File: config.mk
export PLATFORM = sky130hd
export DESIGN_NAME = sorted_priority_queue_unit
export DESIGN_NICKNAME = d
export VERILOG_FILES = /design/src/rtl/spq_pkg.sv /design/src/rtl/sorted_priority_queue_unit.sv
export SDC_FILE = /design/constraint.sdc
export NUM_CORES = 2
export LEC_CHECK = 0
export BUFFER_PORTS_ARGS = -buffer_cell sky130_fd_sc_hd__buf_2
export CAP_MARGIN = 30
export CORE_MARGIN = 2
export CORE_UTILIZATION = 62
export CTS_BUF_LIST = sky130_fd_sc_hd__clkbuf_8
export CTS_CLUSTER_DIAMETER = 50
export CTS_CLUSTER_SIZE = 30
export DETAILED_ROUTE_END_ITERATION = 7
export PLACE_DENSITY_LB_ADDON = 0.08
export SYNTH_ARGS = -nofsm -noshare
export SYNTH_HDL_FRONTEND = slang
export SYNTH_SLANG_ARGS = --single-unit
File: constraint.sdc
create_clock -name clk -period 11.85 [get_ports clk]
set_clock_uncertainty 0.05 [all_clocks]
set_input_delay 2.37 -clock clk [delete_from_list [all_inputs] [get_ports clk]]
set_output_delay 2.37 -clock clk [all_outputs]
set_load 0.05 [all_outputs]
File: src/rtl/spq_pkg.sv
// Shared types for the sorted priority queue: request/result structs,
// operation and status codes, and the controller state encoding.
// No dependencies.
package spq_pkg;

  // Operation codes carried in a request
  typedef enum logic [1:0] {
    OP_INSERT = 2'd0,
    OP_REMOVE = 2'd1,
    OP_JUMP   = 2'd2,
    OP_QUERY  = 2'd3
  } spq_op_t;

  // Result status codes
  typedef enum logic [1:0] {
    ST_OK    = 2'd0,
    ST_FULL  = 2'd1,
    ST_EMPTY = 2'd2
  } spq_status_t;

  // One request on the input channel
  typedef struct packed {
    spq_op_t            opcode;
    logic signed [31:0] priority_req;
    logic signed [31:0] payload;
  } spq_req_t;

  // One result on the output channel
  typedef struct packed {
    logic signed [31:0] removed_data;
    spq_status_t        status;
    logic [4:0]         entry_count;
    logic               is_empty;
    logic signed [31:0] middle_data;
    logic signed [31:0] tail_data;
    logic signed [31:0] head_data;
  } spq_rsp_t;

  // One stored queue entry
  typedef struct packed {
    logic signed [31:0] prio;
    logic signed [31:0] data;
  } spq_entry_t;

  // Controller states
  typedef enum logic [3:0] {
    S_IDLE,
    S_INS_RD,
    S_INS_CMP,
    S_INS_PUT,
    S_RM_RD,
    S_RM_TAKE,
    S_JMP_RD,
    S_JMP_CALC,
    S_RP_HEAD,
    S_RP_MID,
    S_RP_TAIL,
    S_RP_LAST,
    S_OUT
  } spq_state_t;

endpackage

File: src/rtl/sorted_priority_queue_unit.sv
// Sorted priority queue: entries live in one synchronous RAM used as a ring,
// a sequencer does insertion shifts, pops and the head/middle/tail readout.
// Depends on spq_pkg.
// Sequence per request: query and full drop go straight to the readout, which is
// skipped when the queue is empty; remove reads and pops the head first; insert
// walks from the tail, moving each larger entry one slot back, unless it is empty;
// jump reads the head to form its priority (0 when empty), then inserts likewise.
// One request at a time: the next is accepted the cycle after the result is
// registered; a stalled result holds the input. Reset empties the queue and clears out_valid only.
module sorted_priority_queue_unit
  import spq_pkg::*;
#(
  parameter int CAPACITY = 16
) (
  input  logic     clk,
  input  logic     rst_n,
  input  logic     in_valid,
  output logic     in_stall,
  input  spq_req_t in_req,
  output logic     out_valid,
  input  logic     out_stall,
  output spq_rsp_t out_rsp
);

  localparam int IDXW = (CAPACITY > 1) ? $clog2(CAPACITY) : 1;
  localparam int CNTW = $clog2(CAPACITY + 1);

  // Logical queue position to RAM address, relative to the ring head
  function automatic logic [IDXW-1:0] phys(input logic [IDXW-1:0] head,
                                           input logic [IDXW-1:0] idx);
    logic [IDXW:0] sum;
    sum = {1'b0, head} + {1'b0, idx};
    if (sum >= (IDXW+1)'(CAPACITY)) sum = sum - (IDXW+1)'(CAPACITY);
    return sum[IDXW-1:0];
  endfunction

  // Entry storage
  spq_entry_t mem [CAPACITY];
  spq_entry_t rd_q;
  logic       rd_en;
  logic [IDXW-1:0] rd_addr;
  logic       wr_en;
  logic [IDXW-1:0] wr_addr;
  spq_entry_t wr_data;

  // Control registers
  spq_state_t      state_r, state_nxt;
  logic [CNTW-1:0] cnt_r, cnt_nxt;
  logic [IDXW-1:0] head_r, head_nxt;
  logic            out_valid_r, out_valid_nxt;

  // Working registers for the request in progress
  spq_op_t            op_r, op_nxt;
  logic signed [31:0] prio_r, prio_nxt;
  logic signed [31:0] data_r, data_nxt;
  logic [IDXW-1:0]    k_r, k_nxt;
  spq_status_t        status_r, status_nxt;
  logic signed [31:0] removed_r, removed_nxt;
  logic signed [31:0] head_d_r, head_d_nxt;
  logic signed [31:0] mid_d_r, mid_d_nxt;
  logic signed [31:0] tail_d_r, tail_d_nxt;
  spq_rsp_t           out_rsp_r, out_rsp_nxt;

  // Derived indexes
  logic [CNTW-1:0] cnt_half;
  logic [CNTW-1:0] cnt_dec;
  logic [IDXW-1:0] mid_idx;
  logic [IDXW-1:0] tail_idx;
  logic [IDXW-1:0] k_dec;
  logic [31:0]     cnt_ext;
  logic            full;
  logic            empty;

  assign cnt_half = cnt_r >> 1;
  assign cnt_dec  = cnt_r - CNTW'(1);
  assign mid_idx  = cnt_half[IDXW-1:0];
  assign tail_idx = cnt_dec[IDXW-1:0];
  assign k_dec    = k_r - IDXW'(1);
  assign cnt_ext  = 32'(cnt_r);
  assign full     = (cnt_r == CNTW'(CAPACITY));
  assign empty    = (cnt_r == '0);

  assign in_stall  = (state_r != S_IDLE);
  assign out_valid = out_valid_r;
  assign out_rsp   = out_rsp_r;

  // RAM: one write port, one registered read port
  always_ff @(posedge clk) begin
    if (wr_en) mem[wr_addr] <= wr_data;
    if (rd_en) rd_q <= mem[rd_addr];
  end

  // Sequencer: next state, RAM accesses and working values
  always_comb begin
    state_nxt   = state_r;
    cnt_nxt     = cnt_r;
    head_nxt    = head_r;
    op_nxt      = op_r;
    prio_nxt    = prio_r;
    data_nxt    = data_r;
    k_nxt       = k_r;
    status_nxt  = status_r;
    removed_nxt = removed_r;
    head_d_nxt  = head_d_r;
    mid_d_nxt   = mid_d_r;
    tail_d_nxt  = tail_d_r;
    out_rsp_nxt = out_rsp_r;
    out_valid_nxt = out_valid_r && out_stall;
    rd_en   = 1'b0;
    rd_addr = '0;
    wr_en   = 1'b0;
    wr_addr = '0;
    wr_data = '0;

    unique case (state_r)
      S_IDLE: begin
        if (in_valid) begin
          op_nxt      = in_req.opcode;
          prio_nxt    = in_req.priority_req;
          data_nxt    = in_req.payload;
          status_nxt  = ST_OK;
          removed_nxt = '0;
          k_nxt       = cnt_r[IDXW-1:0];
          unique case (in_req.opcode)
            OP_INSERT: begin
              if (full) begin
                status_nxt = ST_FULL;
                state_nxt  = S_RP_HEAD;
              end else if (empty) begin
                state_nxt = S_INS_PUT;
              end else begin
                state_nxt = S_INS_RD;
              end
            end
            OP_REMOVE: begin
              if (empty) begin
                status_nxt = ST_EMPTY;
                state_nxt  = S_RP_HEAD;
              end else begin
                state_nxt = S_RM_RD;
              end
            end
            OP_JUMP: begin
              if (full) begin
                status_nxt = ST_FULL;
                state_nxt  = S_RP_HEAD;
              end else if (empty) begin
                prio_nxt  = '0;
                state_nxt = S_INS_PUT;
              end else begin
                state_nxt = S_JMP_RD;
              end
            end
            OP_QUERY: state_nxt = S_RP_HEAD;
            default:  state_nxt = S_RP_HEAD;
          endcase
        end
      end

      // Insertion walks from the tail toward the head
      S_INS_RD: begin
        rd_en     = 1'b1;
        rd_addr   = phys(head_r, k_dec);
        state_nxt = S_INS_CMP;
      end

      S_INS_CMP: begin
        wr_en   = 1'b1;
        wr_addr = phys(head_r, k_r);
        if (prio_r < rd_q.prio) begin
          // displaced entry moves one slot back
          wr_data = rd_q;
          k_nxt   = k_dec;
          state_nxt = (k_dec == '0) ? S_INS_PUT : S_INS_RD;
        end else begin
          wr_data.prio = prio_r;
          wr_data.data = data_r;
          cnt_nxt   = cnt_r + CNTW'(1);
          state_nxt = S_RP_HEAD;
        end
      end

      S_INS_PUT: begin
        wr_en        = 1'b1;
        wr_addr      = phys(head_r, k_r);
        wr_data.prio = prio_r;
        wr_data.data = data_r;
        cnt_nxt      = cnt_r + CNTW'(1);
        state_nxt    = S_RP_HEAD;
      end

      // Pop: fetch head, then advance the ring
      S_RM_RD: begin
        rd_en     = 1'b1;
        rd_addr   = head_r;
        state_nxt = S_RM_TAKE;
      end

      S_RM_TAKE: begin
        removed_nxt = rd_q.data;
        head_nxt    = phys(head_r, IDXW'(1));
        cnt_nxt     = cnt_dec;
        state_nxt   = S_RP_HEAD;
      end

      // Jump: new priority is one below the head's, saturating
      S_JMP_RD: begin
        rd_en     = 1'b1;
        rd_addr   = head_r;
        state_nxt = S_JMP_CALC;
      end

      S_JMP_CALC: begin
        if (rd_q.prio == 32'sh8000_0000) prio_nxt = rd_q.prio;
        else prio_nxt = rd_q.prio - 32'sd1;
        state_nxt = S_INS_RD;
      end

      // Readout of head, middle and tail, one RAM read per cycle
      S_RP_HEAD: begin
        if (empty) begin
          head_d_nxt = '0;
          mid_d_nxt  = '0;
          tail_d_nxt = '0;
          state_nxt  = S_OUT;
        end else begin
          rd_en     = 1'b1;
          rd_addr   = head_r;
          state_nxt = S_RP_MID;
        end
      end

      S_RP_MID: begin
        head_d_nxt = rd_q.data;
        rd_en      = 1'b1;
        rd_addr    = phys(head_r, mid_idx);
        state_nxt  = S_RP_TAIL;
      end

      S_RP_TAIL: begin
        mid_d_nxt = rd_q.data;
        rd_en     = 1'b1;
        rd_addr   = phys(head_r, tail_idx);
        state_nxt = S_RP_LAST;
      end

      S_RP_LAST: begin
        tail_d_nxt = rd_q.data;
        state_nxt  = S_OUT;
      end

      // Hand the result to the output register once it is free
      S_OUT: begin
        if (!out_valid_r || !out_stall) begin
          out_rsp_nxt.removed_data = removed_r;
          out_rsp_nxt.status       = status_r;
          out_rsp_nxt.entry_count  = cnt_ext[4:0];
          out_rsp_nxt.is_empty     = empty;
          out_rsp_nxt.middle_data  = mid_d_r;
          out_rsp_nxt.tail_data    = tail_d_r;
          out_rsp_nxt.head_data    = head_d_r;
          out_valid_nxt = 1'b1;
          state_nxt     = S_IDLE;
        end
      end

      default: state_nxt = S_IDLE;
    endcase
  end

  // Control state
  always_ff @(posedge clk) begin
    if (!rst_n) begin
      state_r     <= S_IDLE;
      cnt_r       <= '0;
      head_r      <= '0;
      out_valid_r <= 1'b0;
    end else begin
      state_r     <= state_nxt;
      cnt_r       <= cnt_nxt;
      head_r      <= head_nxt;
      out_valid_r <= out_valid_nxt;
    end
  end

  // Payload and working registers
  always_ff @(posedge clk) begin
    op_r      <= op_nxt;
    prio_r    <= prio_nxt;
    data_r    <= data_nxt;
    k_r       <= k_nxt;
    status_r  <= status_nxt;
    removed_r <= removed_nxt;
    head_d_r  <= head_d_nxt;
    mid_d_r   <= mid_d_nxt;
    tail_d_r  <= tail_d_nxt;
    out_rsp_r <= out_rsp_nxt;
  end

endmodule
==> summary by stage <==
Run status
The run finished with clean final reports.

CTS
The root buffer cell chosen for the clock tree is clkbuf_8. The later-pin clock latency in the skew report is 0.85 ns. TritonCTS built the clock tree.

The maximum root-to-sink buffer count is 3. After clock tree synthesis, the clock-pin slew on the worst setup and hold paths is 0.11 ns. The post-cts sizing count is 0. The hold-fix buffer count after cts is 0.

The number of clock buffers added by TritonCTS is roughly 130. The post-CTS setup-driven buffer insertion count is 0. CTS built an H-tree with a depth of 4. The tree built by TritonCTS fans out to 1,436 sinks.

Synth
Of the post-synthesis cell area, the dominant cell type holds 0.7544. The synthesized design contains about 1,400 register bits. The number of flops mapped to enable cells by yosys is 1,422. For this run, asynchronously set or reset flops after synthesis account for 0. For this run, the register share of the synthesized area comes to 0.7594.

By count the netlist is led by edfxtp_1 (1,422), mux2_2 (279), a21oi_1 (159). The unique cell type count in the Yosys netlist is 62. The total of warnings raised by yosys is 0. By area the synthesized netlist is led by edfxtp_1 (75%), mux2_2 (5.6%), mux2i_1 (2.4%), a211oi_1 (1.9%), a21o_1 (1.5%). Synthesis produced a netlist with a net count of roughly 3,400.

The main flop type after synthesis is edfxtp_1. The top cell type by total area after synthesis is edfxtp_1. The most numerous cell in the Yosys netlist is edfxtp_1. Counting every instance in the synthesized netlist gives 3,319. The mean instance size in the synthesized netlist is ~17 sq um. The cell area after technology mapping is 56,600 sq um.

Finish
After the last flow step, the layout net total stands at 3,657. The area growth from synthesis to layout is 9.950%. Of the cells placed in the final design, the portion with a size suffix greater than 1 is 0.2249. The fill cell total of the finished layout is 5,928.

Global route
For this run the aggregate overflow at the end of global routing stands at 0. The number of global-route vias before repair came to roughly 30,000. The first-pass GRT wire length is 192.8 mm.

For this run, the total global-route usage over all layers was measured as 0.2776. The initial antenna violation count is 5. The largest net degree at the start of global routing is 177.

Place
The wire-length estimate of the detail-placed layout is 70.05 mm. At the end of routability-driven placement, the weighted congestion stood at 0.8729. The count of buffers added on input and output ports is 207.

Route
The via count of the routed design is 30,850. The final layout contains routed wiring with a total length of 130.3 mm. In the final routed layout, each cell accounts on average for approximately 27 um. The vias per cell is around 6.4. For this block, the initial DRC count from the detailed router was 3,253. In the routed design, unresolved DRC markers number 0. The number of iterations in the first detailed-routing pass is 6.

The remaining number of nets flagged by the antenna check after routing is 0.

Critical path
Traced cell by cell, the critical path runs through nor2_1, and3_1, or2_2, o21ai_0, ha_1, inv_1, fa_1, xnor2_1, o32a_2, buf_4, buf_4, buf_16, o22ai_1, a211oi_1, mux2_2. Along the worst path, the maximum fanout reaches 47. In this design, the critical path's most frequently occurring cell is buf_4. The worst setup path is captured at a register.

STA puts the critical path data required time at 12.51 ns. The class of the most critical setup path is reg2reg. The arrival time at the worst endpoint is 6.56 ns. The largest individual stage delay along the critical path comes from the cell dfxtp_1. The largest single stage delay on the critical path is 0.76 ns. The worst setup path is launched from a register. The worst register-to-register path has a depth of 15.

Power
The internal power consumption is around 0.0093 W. The share of total power consumed by net switching is 0.3199. For this design the total switching power over the nets is 0.004387 W.

In this run the power density over the cells is 220.4 nW/um^2. Of the total power, registers draw 0.516. The share of total power dissipated in combinational logic is 0.247. The completed layout was analyzed and its total power is ~0.014 W. The static leakage is 22.19 nW.

The maximum vdd drop is 0.0001611 V. Of the total power, the clock network draws 0.237.

Timing
Summed over all failing endpoints, the final setup total negative slack is 0 ns. Setup repair after global routing left no endpoint under its margin. The final hold violation count was 0. Of the available clock period, the critical path in the final layout requires 0.4973. The clock period minus final worst setup slack is 5.893 ns. The count of pins over their slew limit is 0. For this run, the top clock speed supported by timing is 169.7 MHz. In this run the tightest slew margin relative to its limit is 0.2861. Setup violations remaining at the end of the flow were counted as 0. At the pin with the least slew margin, the transition time is 1.071 ns.

Floorplan
During I/O placement, the number of pins put on the boundary was 208. The area of the core region is about 90,000 sq um. The floorplan step set the die width to 306.1 um. The initial core utilization is 0.6269.

The floorplan step defined a die boundary enclosing 93,720 sq um. In this run the vertical extent of the chip is about 310 um. The number of placement rows is 110.

Hold path
The worst hold path was traced through 0 stages. The path type of the worst min-delay path is reg2reg.

Job
The number of max-capacitance violations reported is 0.
==> layer usage <==
layer / up-vias / wire length (um) / track usage
li1: 13530 / - / -
met1: 15730 / 53740 / 0.3925
met2: 1386 / 63310 / 0.4523
met3: 213 / 10440 / 0.04714
met4: 2 / 2784 / 0.07809
met5: - / 9 / 0
==> kinds of logic after synthesis <==
| kind of cell | synth area share |
|---|---|
| multiplexers | 0.08060 |
| flip-flops | 0.7594 |
| adder cells (fa/ha/maj) | 0.01043 |
| AND/OR/NAND/NOR | 0.03961 |
| XOR/XNOR | 0.006344 |
| AO/OA/AOI/OAI | 0.08405 |
| buffers and inverters | 0.01956 |
==> flip-flops by register name (all words and copies together), names as in the netlist <==
name and count:
cnt_r 5, data_r 32, head_d_r 32, head_r 4, k_r 4, mem 1024, mid_d_r 32, out_rsp 136
out_valid 1, prio_r 32, rd_q 64, removed_r 32, state_r 4, status_r 2, tail_d_r 32
==> layout make-up <==
type                            instances  area, sq um  area share
Sequential cell                      1436        42980      0.6907
Timing Repair Buffer                  281         1844     0.02964
Clock inverter                        102         1057     0.01699
Tap cell                             1176         1471     0.02364
Multi-Input combinational cell       1643        12730      0.2046
Antenna cell                            2        5.005  0.00008042
Clock buffer                          143         1968     0.03163
Inverter                               45        168.9    0.002714
==> metrics by stage <==
stage	hold slack, ns	instances	worst slack (ns)	cell area, sq um	utilization
after floorplan	0.3503	3319	2.190	56600	-
after global placement	0.3533	4567	5.860	58870	0.6520
after detailed placement	0.3545	4577	5.899	59090	0.6545
after CTS	0.3736	4822	5.814	62120	0.6880
after global routing	0.3811	4828	5.628	62230	0.6893
final	0.3742	4828	5.957	62230	0.6893
==> cells in the final DEF (no fill, tap or decap), types with 7 or more instances in the layout <==
master      synthesis  final
a21o_1            116    116
ha_1               44     44
buf_16              0      9
inv_1              45     54
a22oi_1             7      7
nand2b_1            9      9
o21ai_0            48     47
nor2_1             47     35
nand4_1            13     13
mux2_2            279    279
mux2i_1           134    134
a211oi_1          147    147
a21oi_1           159    157
bufinv_16           0     11
inv_8               0      9
clkinv_1            0     13
buf_4              17     58
o22ai_1           111    111
and3_1             70     70
clkinv_8            0      7
a22o_1             64     63
buf_2              30    207
dfxtp_1            14     14
nor2_4              0     12
xnor2_1            35     35
edfxtp_1         1422   1422
and2_1             80     79
nand3_1            10     10
inv_6               0     20
clkinv_2            0     13
clkbuf_8            0    143
and2_0              7      7
a32o_1             18     18
clkinvlp_4          0     12
nor3_1             23     20
nand2_1           140    139
mux2_1              7      7
==> power groups by stage <==
stage | registers, W | logic, W | clock network (W)
CTS | 0.00706 | 0.00334 | 0.00330
global placement | 0.00716 | 0.00316 | 0
floorplan | 0.00705 | 0.00231 | 0
finish | 0.00707 | 0.00339 | 0.00326
detailed placement | 0.00718 | 0.00332 | 0
global route | 0.00712 | 0.00365 | 0.00350
==> worst paths after layout <==
path / from / to / slack, ns
max: state_r[2]$_SDFFE_PN0P_ / rd_q[50]$_DFFE_PP_ / 5.96
min: mid_d_r[8]$_SDFFCE_PP0P_ / out_rsp[72]$_DFFE_PP_ / 0.37
max reg2reg: state_r[2]$_SDFFE_PN0P_ / rd_q[50]$_DFFE_PP_ / 5.96
min reg2reg: mid_d_r[8]$_SDFFCE_PP0P_ / out_rsp[72]$_DFFE_PP_ / 0.37
==> worst max-delay path: cells and delay by family, from the launching register on <==
family,cells,cell delay (ns)
buffers and inverters,4,1.43
multiplexers,1,0.21
AND/OR/NAND/NOR,3,1.07
XOR/XNOR,1,0.36
flip-flops,1,0.76
AO/OA/AOI/OAI,4,1.17
adder cells (fa/ha/maj),2,0.64
No activity file was read; power rests on OpenSTA's default activity.
